<file path="config.mk">
export PLATFORM = sky130hd
export DESIGN_NAME = rgb_color_fade_sequencer
export DESIGN_NICKNAME = d
export VERILOG_FILES = /design/src/rcfs_pkg.sv /design/src/rgb_color_fade_sequencer.sv /design/src/rcfs_seq.sv /design/src/rcfs_level.sv
export SDC_FILE = /design/constraint.sdc
export NUM_CORES = 1
export LEC_CHECK = 0
export BUFFER_PORTS_ARGS = -buffer_cell sky130_fd_sc_hd__buf_2
export CAP_MARGIN = 30
export CORE_MARGIN = 1
export CORE_UTILIZATION = 54
export CTS_CLUSTER_DIAMETER = 80
export DETAILED_ROUTE_END_ITERATION = 10
export MAX_ROUTING_LAYER = met4
export PLACE_DENSITY = 0.73
export SLEW_MARGIN = 20
export SYNTH_ARGS = -nofsm -noshare
export SYNTH_HDL_FRONTEND = slang
export SYNTH_SLANG_ARGS = --single-unit
</file>
<file path="constraint.sdc">
create_clock -name clk_i -period 3.3 [get_ports clk_i]
set_clock_uncertainty 0.05 [all_clocks]
set_input_delay 0.165 -clock clk_i [delete_from_list [all_inputs] [get_ports clk_i]]
set_output_delay 0.165 -clock clk_i [all_outputs]
set_load 0.02 [all_outputs]
</file>
<file path="src/rcfs_pkg.sv">
// Shared widths, register indexes and reset values for the RGB colour fade sequencer.
`default_nettype none

package rcfs_pkg;

  localparam int unsigned DEF_NUM_COLORS = 7;
  localparam int unsigned DEF_FADE_STEPS = 512;

  localparam int unsigned COLOR_W   = 3;
  localparam int unsigned MAX_COLORS = 1 << COLOR_W;
  localparam int unsigned NUM_COMP  = 3;
  localparam int unsigned TICK_W    = 16;
  localparam int unsigned PAL_W     = 21;
  localparam int unsigned PAL_EXT_W = MAX_COLORS * NUM_COMP;
  localparam int unsigned LEVEL_W   = 10;
  localparam int unsigned SCALE_W   = LEVEL_W + 1;
  localparam int unsigned CFG_IDX_W = 2;

  localparam logic [SCALE_W-1:0] FULL_SCALE = SCALE_W'(1024);

  localparam logic [TICK_W-1:0] FADE_TICKS_RST = TICK_W'(5);
  localparam logic [TICK_W-1:0] HOLD_TICKS_RST = TICK_W'(5000);
  localparam logic [PAL_W-1:0]  PALETTE_RST    = PAL_W'(2025233);

  typedef enum logic [CFG_IDX_W-1:0] {
    CFG_FADE_TICKS = 2'd0,
    CFG_HOLD_TICKS = 2'd1,
    CFG_PALETTE    = 2'd2
  } cfg_idx_e;

  typedef struct packed {
    logic [TICK_W-1:0] fade_ticks;
    logic [TICK_W-1:0] hold_ticks;
  } tick_cfg_t;

endpackage

`default_nettype wire

</file>
<file path="src/rgb_color_fade_sequencer.sv">
// Top level of the RGB colour fade sequencer: config registers and result register.
//
//  channel | signals                                   | dir
//  --------+-------------------------------------------+-----
//  in      | in_valid_i, in_stall_o, tick_i            | in
//  out     | out_valid_o, out_stall_i, levels, colour  | out
//  cfg     | cfg_valid_i, cfg_ready_o, index, data     | in
//
// One request per clock when not stalled; its result goes to the result register.
// The result shows the sequencer state before the request's tick is applied.
// in_stall_o is high only while a held result is stalled at the output.
// Reset loads the default fade and hold counts and palette, colour 0, step 0, fading.
`default_nettype none

module rgb_color_fade_sequencer #(
  parameter int unsigned NUM_COLORS = rcfs_pkg::DEF_NUM_COLORS,
  parameter int unsigned FADE_STEPS = rcfs_pkg::DEF_FADE_STEPS,
  localparam int unsigned STEP_W    = $clog2(FADE_STEPS)
) (
  input  wire logic                           clk_i,
  input  wire logic                           rst_ni,
  input  wire logic                           in_valid_i,
  output logic                                in_stall_o,
  input  wire logic                           tick_i,
  output logic                                out_valid_o,
  input  wire logic                           out_stall_i,
  output logic [rcfs_pkg::LEVEL_W-1:0]        red_level_o,
  output logic [rcfs_pkg::LEVEL_W-1:0]        green_level_o,
  output logic [rcfs_pkg::LEVEL_W-1:0]        blue_level_o,
  output logic [rcfs_pkg::COLOR_W-1:0]        from_color_o,
  output logic [STEP_W-1:0]                   fade_step_o,
  output logic                                holding_o,
  input  wire logic                           cfg_valid_i,
  output logic                                cfg_ready_o,
  input  wire logic [rcfs_pkg::CFG_IDX_W-1:0] cfg_index_i,
  input  wire logic [rcfs_pkg::PAL_W-1:0]     cfg_data_i
);
  import rcfs_pkg::*;

  tick_cfg_t          tcfg_q;
  logic [PAL_W-1:0]   palette_q;
  cfg_idx_e           cfg_idx;

  logic               accept;
  logic [COLOR_W-1:0] color;
  logic [STEP_W-1:0]  step;
  logic               hold;
  logic [NUM_COMP-1:0][LEVEL_W-1:0] levels;

  logic               out_valid_q, out_valid_d;
  logic [NUM_COMP-1:0][LEVEL_W-1:0] levels_q;
  logic [COLOR_W-1:0] color_q;
  logic [STEP_W-1:0]  step_q;
  logic               hold_q;

  assign cfg_ready_o = 1'b1;
  assign cfg_idx     = cfg_idx_e'(cfg_index_i);

  always_ff @(posedge clk_i or negedge rst_ni) begin
    if (!rst_ni) begin
      tcfg_q.fade_ticks <= FADE_TICKS_RST;
      tcfg_q.hold_ticks <= HOLD_TICKS_RST;
      palette_q         <= PALETTE_RST;
    end else if (cfg_valid_i && cfg_ready_o) begin
      unique case (cfg_idx)
        CFG_FADE_TICKS: tcfg_q.fade_ticks <= cfg_data_i[TICK_W-1:0];
        CFG_HOLD_TICKS: tcfg_q.hold_ticks <= cfg_data_i[TICK_W-1:0];
        CFG_PALETTE:    palette_q         <= cfg_data_i;
        default: begin
        end
      endcase
    end
  end

  assign in_stall_o = out_valid_q & out_stall_i;
  assign accept     = in_valid_i & ~in_stall_o;

  rcfs_seq #(
    .NUM_COLORS (NUM_COLORS),
    .FADE_STEPS (FADE_STEPS)
  ) u_seq (
    .clk_i     (clk_i),
    .rst_ni    (rst_ni),
    .advance_i (accept & tick_i),
    .cfg_i     (tcfg_q),
    .color_o   (color),
    .step_o    (step),
    .hold_o    (hold)
  );

  rcfs_level #(
    .NUM_COLORS (NUM_COLORS),
    .FADE_STEPS (FADE_STEPS)
  ) u_level (
    .palette_i (palette_q),
    .color_i   (color),
    .step_i    (step),
    .levels_o  (levels)
  );

  always_comb begin
    out_valid_d = out_valid_q;
    if (accept) begin
      out_valid_d = 1'b1;
    end else if (!out_stall_i) begin
      out_valid_d = 1'b0;
    end
  end

  always_ff @(posedge clk_i or negedge rst_ni) begin
    if (!rst_ni) begin
      out_valid_q <= 1'b0;
    end else begin
      out_valid_q <= out_valid_d;
    end
  end

  always_ff @(posedge clk_i) begin
    if (accept) begin
      levels_q <= levels;
      color_q  <= color;
      step_q   <= step;
      hold_q   <= hold;
    end
  end

  assign out_valid_o   = out_valid_q;
  assign red_level_o   = levels_q[0];
  assign green_level_o = levels_q[1];
  assign blue_level_o  = levels_q[2];
  assign from_color_o  = color_q;
  assign fade_step_o   = step_q;
  assign holding_o     = hold_q;

endmodule

`default_nettype wire

</file>
<file path="src/rcfs_seq.sv">
// Palette index, fade step, hold flag and tick counter of the fade sequencer.
`default_nettype none

module rcfs_seq #(
  parameter int unsigned NUM_COLORS = rcfs_pkg::DEF_NUM_COLORS,
  parameter int unsigned FADE_STEPS = rcfs_pkg::DEF_FADE_STEPS,
  localparam int unsigned STEP_W    = $clog2(FADE_STEPS)
) (
  input  wire logic                         clk_i,
  input  wire logic                         rst_ni,
  input  wire logic                         advance_i,
  input  wire rcfs_pkg::tick_cfg_t          cfg_i,
  output logic [rcfs_pkg::COLOR_W-1:0]      color_o,
  output logic [STEP_W-1:0]                 step_o,
  output logic                              hold_o
);
  import rcfs_pkg::*;

  localparam logic [STEP_W-1:0]  LAST_STEP  = STEP_W'(FADE_STEPS - 1);
  localparam logic [COLOR_W-1:0] LAST_COLOR = COLOR_W'(NUM_COLORS - 1);

  logic [COLOR_W-1:0] color_q, color_d;
  logic [STEP_W-1:0]  step_q, step_d;
  logic               hold_q, hold_d;
  logic [TICK_W-1:0]  tick_q, tick_d;

  logic [TICK_W:0]    count;
  logic [TICK_W:0]    fade_lim;
  logic [TICK_W:0]    hold_lim;

  assign count    = {1'b0, tick_q} + (TICK_W+1)'(1);
  assign fade_lim = (cfg_i.fade_ticks == '0) ? (TICK_W+1)'(1) : {1'b0, cfg_i.fade_ticks};
  assign hold_lim = (cfg_i.hold_ticks == '0) ? (TICK_W+1)'(1) : {1'b0, cfg_i.hold_ticks};

  always_comb begin
    color_d = color_q;
    step_d  = step_q;
    hold_d  = hold_q;
    tick_d  = tick_q;
    if (advance_i) begin
      if (!hold_q) begin
        if (count >= fade_lim) begin
          tick_d = '0;
          if (step_q == LAST_STEP) begin
            hold_d = 1'b1;
          end else begin
            step_d = step_q + STEP_W'(1);
          end
        end else begin
          tick_d = count[TICK_W-1:0];
        end
      end else begin
        if (count >= hold_lim) begin
          tick_d  = '0;
          hold_d  = 1'b0;
          step_d  = '0;
          color_d = (color_q == LAST_COLOR) ? '0 : color_q + COLOR_W'(1);
        end else begin
          tick_d = count[TICK_W-1:0];
        end
      end
    end
  end

  always_ff @(posedge clk_i or negedge rst_ni) begin
    if (!rst_ni) begin
      color_q <= '0;
      step_q  <= '0;
      hold_q  <= 1'b0;
      tick_q  <= '0;
    end else begin
      color_q <= color_d;
      step_q  <= step_d;
      hold_q  <= hold_d;
      tick_q  <= tick_d;
    end
  end

  assign color_o = color_q;
  assign step_o  = step_q;
  assign hold_o  = hold_q;

endmodule

`default_nettype wire

</file>
<file path="src/rcfs_level.sv">
// Linear interpolation of the three colour components into halved duty levels.
`default_nettype none

module rcfs_level #(
  parameter int unsigned NUM_COLORS = rcfs_pkg::DEF_NUM_COLORS,
  parameter int unsigned FADE_STEPS = rcfs_pkg::DEF_FADE_STEPS,
  localparam int unsigned STEP_W    = $clog2(FADE_STEPS)
) (
  input  wire logic [rcfs_pkg::PAL_W-1:0]     palette_i,
  input  wire logic [rcfs_pkg::COLOR_W-1:0]   color_i,
  input  wire logic [STEP_W-1:0]              step_i,
  output logic [rcfs_pkg::NUM_COMP-1:0][rcfs_pkg::LEVEL_W-1:0] levels_o
);
  import rcfs_pkg::*;

  // step * 1024 / FADE_STEPS by an exact reciprocal (numerator below 2^20)
  localparam int unsigned      NUM_W     = 20;
  localparam int unsigned      RECIP_SH  = NUM_W + $clog2(FADE_STEPS);
  localparam int unsigned      MUL_SHIFT = RECIP_SH - LEVEL_W;
  localparam int unsigned      RECIP_W   = 21;
  localparam longint unsigned  RECIP     =
    ((64'd1 << RECIP_SH) + 64'(FADE_STEPS) - 64'd1) / 64'(FADE_STEPS);
  localparam int unsigned      PROD_W    = STEP_W + RECIP_W;
  localparam logic [COLOR_W-1:0] LAST_COLOR = COLOR_W'(NUM_COLORS - 1);

  logic [MAX_COLORS-1:0][NUM_COMP-1:0] pal_rgb;
  logic [COLOR_W-1:0]                  next_color;
  logic [NUM_COMP-1:0]                 from_rgb;
  logic [NUM_COMP-1:0]                 to_rgb;
  logic [PROD_W-1:0]                   prod;
  logic [LEVEL_W-1:0]                  delta;
  logic [SCALE_W-1:0]                  delta_ext;

  assign pal_rgb    = {(PAL_EXT_W-PAL_W)'(0), palette_i};
  assign next_color = (color_i == LAST_COLOR) ? '0 : color_i + COLOR_W'(1);
  assign from_rgb   = pal_rgb[color_i];
  assign to_rgb     = pal_rgb[next_color];

  assign prod      = PROD_W'(step_i) * PROD_W'(RECIP_W'(RECIP));
  assign delta     = prod[MUL_SHIFT +: LEVEL_W];
  assign delta_ext = {1'b0, delta};

  for (genvar c = 0; c < NUM_COMP; c++) begin : g_comp
    logic [SCALE_W-1:0] value;
    always_comb begin
      if (from_rgb[c] == to_rgb[c]) begin
        value = from_rgb[c] ? FULL_SCALE : '0;
      end else if (from_rgb[c]) begin
        value = FULL_SCALE - delta_ext;
      end else begin
        value = delta_ext;
      end
    end
    assign levels_o[c] = value[SCALE_W-1:1];
  end

endmodule

`default_nettype wire
</file>
Word level (Yosys, flattened, before mapping)

Cells that the tools add are included.

Logic and storage cells: 74
Input bits: 29
Bits in registers: 126
Output and inout bits: 46

Eq/ne operators: 10
Reductions and logical operators: 9
Muxes and demuxes: 29
$lt $le $gt $ge: 4
Add/subtract/negate cells: 4
Bitwise operators: 4

Operators with widths:

| operator                 | count |
|---|---|
| $mux W11                 | 9 |
| $mux W16                 | 5 |
| $mux W9                  | 4 |
| $ge A17 B17 Y1           | 2 |
| $logic_not A16 Y1        | 2 |
| $bmux W3 S3              | 2 |
| $add A16 B1 Y17 const B  | 1 |
| $sub A11 B10 Y11 const A | 1 |
| $add A9 B1 Y9 const B    | 1 |
| $eq A9 B9 Y1 const B     | 1 |
| $mux W3                  | 3 |
| $lt A3 B4 Y1 const B     | 2 |
| $mux W1                  | 6 |
| $reduce_and A2 Y1        | 3 |
| $ne A2 B1 Y1 const B     | 2 |
| $reduce_and A4 Y1        | 1 |
| $add A3 B1 Y3 const B    | 1 |
| $and A1 B1 Y1            | 3 |
| $eq A1 B1 Y1             | 3 |
| $eq A3 B3 Y1 const B     | 1 |
| $reduce_and A3 Y1        | 1 |
| $eq A2 B1 Y1 const B     | 1 |
| $eq A2 B2 Y1 const B     | 1 |
| $logic_not A2 Y1         | 1 |
| 3 further kinds          | 3 |

Longest topological paths before layout

Gate-level depths: netlist (run 1).

Depth in word-level cells: 6
Gate-level depth with buffers: 18
Depth with buffers taken out: 14

Hierarchy

A second synthesis (run 1) with hierarchy kept.

Cells, all modules: 614
Area total of the unflattened synthesis: 7264.5 um^2

By module, submodules not included:

| module                   | times used | cells an instance | seq. area each (um^2) | area each (um^2) |
|---|---|---|---|---|
| rgb_color_fade_sequencer | 1          | 164               | 2666.3                | 3367.0 |
| rcfs_seq                 | 1          | 314               | 725.7                 | 2831.5 |
| rcfs_level               | 1          | 136               | 0.0                   | 1066.0 |

Worst setup path after synthesis (run 1)

No wires, ideal clock.

Path type: flip-flop to flip-flop
Start: register u_seq.tick_q[0]
End: register u_seq.tick_q[2]
Arrival: 3.462 ns
Period minus slack after synthesis: 3.616 ns
Cell stages (with the launch flop): 16
Required time: 3.146 ns
Buffers on the path: 2
Setup slack: -0.316 ns
Setup time: 0.104 ns
Cells stage by stage: dfrtp_1 > ha_1 > nand3_4 > or2_2 > buf_2 > nor3_2 > nand3_1 > xnor2_1 > ha_1 > and3_1 > o31a_1 > a311oi_4 > and3_1 > buf_6 > nor2_4 > o311ai_1

Word-level cells in the longest chain between the ends: 4
Elaborated cells on any way between the ends: 6
Classes of those cells: add/sub (1); order compare (2); mux (3)

RTL lines:

| what                              | line                           | text |
|---|---|---|
| start: declaration                | rcfs_seq.sv:25                 | `logic [TICK_W-1:0] tick_q, tick_d;` |
| start signal: assignment          | rcfs_seq.sv:75                 | `tick_q <= tick_d;` |
| $add A16 B1 Y17 (*)               | rcfs_seq.sv:31                 | `assign count = {1'b0, tick_q} + (TICK_W+1)'(1);` |
| $ge A17 B17 Y1 (on tied branches) | rcfs_seq.sv:42, rcfs_seq.sv:53 |  |
| $mux W16 (on tied branches)       | rcfs_seq.sv:42, rcfs_seq.sv:53 |  |
| $mux W16 (*)                      | rcfs_seq.sv:41                 | `if (!hold_q) begin` |

Every way passes the cells marked *; elsewhere a longest branch is shown, timed or not.
A chain may end at the register's enable or synchronous reset.

Worst setup path after layout (run 1)

Start: register u_seq.tick_q[1]
End: register u_seq.tick_q[2]

Same word-level chain as after synthesis.

==> impl_metrics.ini, run 1 <==
[run_status]
status = finished, violations left
violations = negative setup slack

[worst_hold_path]
hold_path_depth = 3
hold_path_class = primary input to register
min_to = tcfg_q[26]
hold_start = cfg_index_i[1]

[drt]
wl_um = 18730
drt_iter0_markers = 535
vias = 5929
post_drt_wl_per_cell_um = 18.55
drt_pre_antenna_iters = 5
via_per_inst = 5.870
remaining_drc_errors = 0
ant_nets = 0

[clock_network]
cts.path.max_buffers = 2
cts_inserted_buffers = 17
clock-sinks = 126
clockRootBuffer = clkbuf_16
h-tree-depth = 4
clk_pin_slew_ps = 60
cts_tree = yes
clkLatencyLatePin_ps = 420

[synth]
seq_area_frac_synth = 0.4773
ys_async_sr_fraction = 0.6587
netlist_area_mm2 = 0.007107
ys.warnings.count = 0
synthDistinctLibCells = 76
synthCells = 689
synthFlopType = dfrtp_1
synth_edf_count = 43
synth_nets = 754
synth_area_per_cell_um2 = 10.31
yosys_register_bits = 126

[global_route]
grt_pass1_vias = 5525
grt_max_degree = 63
grtUsageTotal = 0.2841
grt-ovfl-total = 0
grt_pass1_wl_um = 28020
antenna_found_initial = 0

[critical_path]
required_ps = 3570
ff2ff_path_depth = 14
critPathTopFamily = compound AO/OA/AOI/OAI gates
critPathMaxStageDelay_ps = 420
criticalPathCategory = register to register
r2r_end = u_seq.tick_q[2]
cp_max_fo = 5
path_cells = ha_4, nand3_4, or2_4, nor2_1, xor2_1, ha_1, a21oi_1, nor2_2, o31a_1, a311oi_4, and3_4, buf_12, nor2_4, o311ai_2
crit_path_start_kind = register
cp.arrival_ps = 3730
crit_slowest_cell = dfrtp_1
crit_buf_inv = 1
end_kind = register
worstReg2RegStart = u_seq.tick_q[1]
rrSetupSlack_ps = -170

[sta]
rsz0062_at_grt = yes
slew_viol_final = 0
maxSlewHeadroom = 0.3490
setup_ws_ps = -166.4
setup_viol = 26
fin_crit_sh = 1.050
finalHoldViolCount = 0
tightestPinTransition_ps = 976.5
min_period_ps = 3466
fmax_mhz = 288.5

[floorplanning]
initial_core_util = 0.5586
num_rows = 41
core-area_mm2 = 0.01272
dieArea_mm2 = 0.01362
die-height_um = 116.7
die_x_um = 116.7
ioPinCount = 75

[place]
gp_congestion = 0.8984
portBuffers = 73
dp_hpwl_um = 12020
place_area_mm2 = 0.007848

[power_and_ir_drop]
leakagePower_nw = 3.967
peakVddDrop_mv = 0.4599
p_total_mw = 8.246
power_density_mw_per_mm2 = 888.7

[run]
cap_violations = 0

[finish]
synthToLayoutAreaGrowth_pct = 30.56
utilization = 0.7293
final_area_mm2 = 0.009279
n_antenna_cell = 0
final_nets = 890
drive_above_1_share = 0.3437
## state kept, by name, summed over array words and instances, names as in the netlist
register       flops
u_seq.step_o       9
u_seq.hold_o       1
u_seq.tick_q      16
u_seq.color_o      3
fade_step_o        9
blue_level_o      10
out_valid_o        1
from_color_o       3
green_level_o     10
palette_q         21
tcfg_q            32
red_level_o       10
holding_o          1
## report_power, final
part / leakage, nW / internal (mW) / total [mW] / switching, mW
registers: 1.35 / 2.18 / 2.65 / 0.475
logic: 2.32 / 1.60 / 3.68 / 2.07
clock network: 0.296 / 1.20 / 1.92 / 0.714
total: 3.97 / 4.98 / 8.25 / 3.26
## timing repair
item / in CTS / in global routing
setup endpoints to repair: 25 / 29
hold buffers: 24 / 0
cloned: 2 / 2
hold endpoints to repair: 99 / 0
buffers inserted: 6 / 10
pin swaps: 4 / 46
gates resized for setup: 11 / 59
## Yosys cell counts, types with 5 or more instances
library cell | instances | area share
nand3b_1 | 5 | 0.0053
ha_1 | 36 | 0.063
o31ai_1 | 5 | 0.0053
nor3b_1 | 6 | 0.0063
or3_1 | 5 | 0.0044
a21oi_1 | 22 | 0.015
dfstp_2 | 19 | 0.070
xor2_1 | 5 | 0.0062
nor2_1 | 42 | 0.022
o22ai_1 | 8 | 0.0070
nand4_1 | 6 | 0.0053
o21ai_0 | 65 | 0.046
xnor2_1 | 10 | 0.012
a21o_1 | 6 | 0.0063
nand3_1 | 14 | 0.0099
clkbuf_1 | 16 | 0.0085
nor3_1 | 15 | 0.011
o211ai_1 | 9 | 0.0095
edfxtp_1 | 43 | 0.18
nand2b_1 | 8 | 0.0070
nand2_1 | 71 | 0.038
inv_1 | 44 | 0.023
mux2i_1 | 6 | 0.0085
and3_1 | 8 | 0.0070
dfrtp_1 | 64 | 0.23
mux2_2 | 39 | 0.062
nor4_1 | 10 | 0.0088
buf_2 | 13 | 0.0092
nor2b_1 | 7 | 0.0062
## layout by cell type, fill, tap and decap left out, drive strengths merged, types with 9 or more instances in the layout
cell,n
nor4,11
xnor2,10
edfxtp,43
nor2,44
nand3,17
o22ai,9
inv,49
mux2,39
nand2,71
o21ai,72
nor3,19
ha,36
clkbuf,23
buf,126
dfstp,19
o211ai,9
dlygate4sd3,24
dfrtp,64
a21oi,22
## layout make-up
class                   count  area, um2
multi-input cells         483       3751
fillers                   892       3443
flip-flops and latches    126       3393
repair buffers            153       1147
clock buffers              21      481.7
well taps                 172      215.2
inverters                  44      165.2
clock inverters            11      125.1
## metal layers
metal,global-route usage,routed length (um),vias up
met5,-,0,-
met4,0.1384,700,0
met3,0.04930,1101,62
met2,0.4497,9236,259
met1,0.3538,7694,2846
li1,-,-,2762
## metrics by stage
stage               instances  setup slack (ps)  hold WS (ps)  setup TNS (ps)
global route             1010            -270.2         170.8           -5171
global placement          933            -36.50         244.3          -45.80
finish                   1010            -166.4         145.6           -1907
detailed placement        933            -127.2         270.8           -1715
CTS                       997            -3.328         125.9          -3.328
floorplan                 689            0.1059        -180.6               0
## logic make-up after synthesis
logic type / count (synthesis) / synth area share
adder cells (fa/ha/maj): 36 / 0.06338
other: 1 / 0.0005277
XOR/XNOR: 15 / 0.01849
multiplexers: 48 / 0.07975
flip-flops: 126 / 0.4773
buffers and inverters: 81 / 0.05000
AND/OR/NAND/NOR: 219 / 0.1613
AO/OA/AOI/OAI: 163 / 0.1493
## how the worst max path moves through the flow
stage                            end  cells after the start       startpoint
global placement     u_seq.step_o[2]                     14  u_seq.tick_q[1]
CTS                  u_seq.step_o[2]                     14  u_seq.tick_q[1]
finish               u_seq.tick_q[2]                     14  u_seq.tick_q[1]
global route         u_seq.tick_q[2]                     14  u_seq.tick_q[1]
floorplan           u_seq.tick_q[13]                     18  u_seq.tick_q[1]
detailed placement   u_seq.tick_q[1]                     15  u_seq.tick_q[1]
## worst min-delay path: cells and delay by family
kind	cells	cell delay [ps]
AO/OA/AOI/OAI	1	160
AND/OR/NAND/NOR	1	130
buffers and inverters	1	120
Note: power is estimated with default switching activity, not from simulation.
==> inputs of run 2 (changes only) <==
PLACE_DENSITY = default   (was 0.73)
PLACE_DENSITY_LB_ADDON = 0.25   (was default)
SYNTH_HIERARCHICAL = 1   (was default)
==> run 2 against run 1 <==
Effect of this change: the flow still finishes with violations (negative setup slack); clock power decreased by 4%; highest routed layer unchanged; wire length decreased by 4.7%; non-clock buffer count decreased by 16.
==> impl_metrics.ini, run 2 <==
[place]
place_ws_ps = -100.7
portBuffers = 73
gp_congestion = 0.8832
dp_hpwl_um = 11700

[critical_path]
criticalPathCategory = register to register
r2r_end = u_seq/tick_q[4]
rrSetupSlack_ps = -90
required_ps = 3600
ff2ff_path_depth = 13
cp.arrival_ps = 3690
crit_path_start_kind = register
end_kind = register
cp_max_fo = 6
worstReg2RegStart = u_seq/tick_q[1]

[finish]
largest_reg_flops = 32
reg.largest.list = tcfg_q x32, palette_q x21, u_seq/tick_q x16
drive_above_1_share = 0.3862
n_antenna_cell = 0
layout_common_cells = buf_2, dfrtp_1, mux2_2
final_common_cell = buf_2
synthToLayoutAreaGrowth_pct = 25.44
final_nets = 808
utilization = 0.6909
largest-register = tcfg_q

[global_route]
grt_max_degree = 44
grt_pass1_wl_um = 27370
grt_pass1_vias = 5388
grtUsageTotal = 0.2616
grt-ovfl-total = 0
antenna_found_initial = 0

[clock_network]
cts_tree = yes
clkLatencyLatePin_ps = 420
h-tree-depth = 4
clockRootBuffer = clkbuf_16
cts_inserted_buffers = 17
clock-sinks = 126
clk_pin_slew_ps = 60
cts.path.max_buffers = 2

[synth]
synth-simple-area-share = 0.1312
yosysMostFrequentCell = dfrtp_1
synth_area_leaders = dfrtp_1, edfxtp_1, mux2_2
seq_area_frac_synth = 0.4669
yosys_register_bits = 126
synthFlopType = dfrtp_1
synth_area_per_cell_um2 = 11.83
synth_top_area_frac = 0.2205
ys.warnings.count = 6
synth-xor-area-share = 0.02170
synth_compound_area_frac = 0.1593
netlist_top_cells_count = dfrtp_1, mux2_2, inv_1, edfxtp_1, ha_1
synthDistinctLibCells = 73
synth_top_family_by_area = compound AO/OA/AOI/OAI gates
synth_mux_area_frac = 0.1076
synth_edf_count = 43
netlist_area_mm2 = 0.007264
yosys.area_share.adder = 0.06200
yosysTopAreaCell = dfrtp_1
synthCells = 614
ys_async_sr_fraction = 0.6587
synth_nets = 679

[floorplanning]
core-area_mm2 = 0.01319
num_rows = 42
dieArea_mm2 = 0.01392
ioPinCount = 75
initial_core_util = 0.5507
die-height_um = 118.0
die_x_um = 118.0

[drt]
drt_iter0_markers = 315
remaining_drc_errors = 0
drt_pre_antenna_iters = 5
ant_nets = 0
post_drt_wl_per_cell_um = 19.16
wl_um = 17860
vias = 5634
via_per_inst = 6.045

[run_status]
violations = negative setup slack
status = finished, violations left

[run]
cap_violations = 0

[sta]
min_period_ps = 3394
tns_ps = -467.2
rsz0062_at_grt = yes
whs_ps = 215.4
finalHoldViolCount = 0
setup_viol = 10
fmax_mhz = 294.6
maxSlewHeadroom = 0.3549
tightestPinTransition_ps = 967.7
setup_ws_ps = -94.24
fin_crit_sh = 1.029
slew_viol_final = 0

[power_and_ir_drop]
peakVddDrop_mv = 0.4772
leakagePower_nw = 4.016
power_density_mw_per_mm2 = 842.4
p_total_mw = 7.676

[worst_hold_path]
min_to = tcfg_q[31]
hold_start = cfg_index_i[1]
hold_path_depth = 3
hold_path_class = primary input to register
## run 2: cell count changes after synthesis, moves of 11 or more
cell,delta
o21ai_0,-56
nand2_1,-40
nor2_1,-26
mux2_2,+18
a22o_1,+14
a31o_2,+11
## run 2: final cells by class
type                       count  area (um2)
fill                         927        4078
multi-input combinational    414        3770
sequential                   126        3393
timing repair buffer         137       958.4
clock buffer                  21       493.0
tap                          176       220.2
inverter                      47       176.4
clock inverter                11       101.3
## run 2: worst max path at each step
| stage | from | to | slack (ps) | cells after the start |
|---|---|---|---|---|
| after floorplan | u_seq/tick_q[0] | u_seq/tick_q[4] | 10 | 12 |
| after detailed placement | u_seq/tick_q[1] | u_seq/step_o[5] | -100 | 12 |
| final | u_seq/tick_q[1] | u_seq/tick_q[4] | -90 | 13 |
| after CTS | u_seq/tick_q[1] | u_seq/step_o[1] | -20 | 14 |
| after global routing | u_seq/tick_q[1] | u_seq/tick_q[4] | -250 | 13 |
| after global placement | u_seq/tick_q[3] | u_seq/tick_q[12] | -30 | 12 |
## run 2: cells by family after synthesis
kind of cell | after synthesis
other | 1
adders and majority gates | 36
buffers and inverters | 75
DFF | 126
AOI/OAI and AO/OA | 128
and+or+nand+nor | 159
xor gates and xnor gates | 18
muxes | 71
## run 2: worst max-delay path, stage by stage, from the launching register on
cell	delay, ps
dfrtp_1	410
ha_2	210
and3_4	200
nand3_4	110
nor3_2	220
xor2_1	220
buf_4	160
ha_1	250
nand4_1	210
nor4_4	80
a211oi_4	340
o2111ai_4	280
a2111oi_4	420
a221o_1	170
## run 2: timing repair
action                                 CTS  global route
endpoints found under the hold margin   90             0
gates resized for setup                  7            40
cloned                                   1             0
hold buffers                            24             0
pin swaps                                6            28
buffers inserted                         4            15
setup endpoints to repair               23            29
## run 2: report_power, final
group / total (mW) / switching [mW] / internal [mW] / leakage (nW)
Clock: 1.84 / 0.689 / 1.15 / 0.298
Sequential: 2.63 / 0.431 / 2.19 / 1.38
Combinational: 3.21 / 1.80 / 1.41 / 2.34
Total: 7.68 / 2.92 / 4.75 / 4.02
## run 2: through the flow
| step | std cells | instance area, um2 |
|---|---|---|
| 5_1_grt | 932 | 9112 |
| 4_1_cts | 916 | 8762 |
| 6_report | 932 | 9112 |
| 3_5_place_dp | 855 | 7833 |
| 2_1_floorplan | 614 | 7264 |
| 3_3_place_gp | 853 | 7797 |
## run 2: layer usage
layer	track usage	share of wire	vias to the layer above
met5	-	0	-
met4	0.1202	0.031	0
met3	0.05039	0.045	44
met2	0.4221	0.50	197
met1	0.3181	0.42	2823
li1	-	-	2570
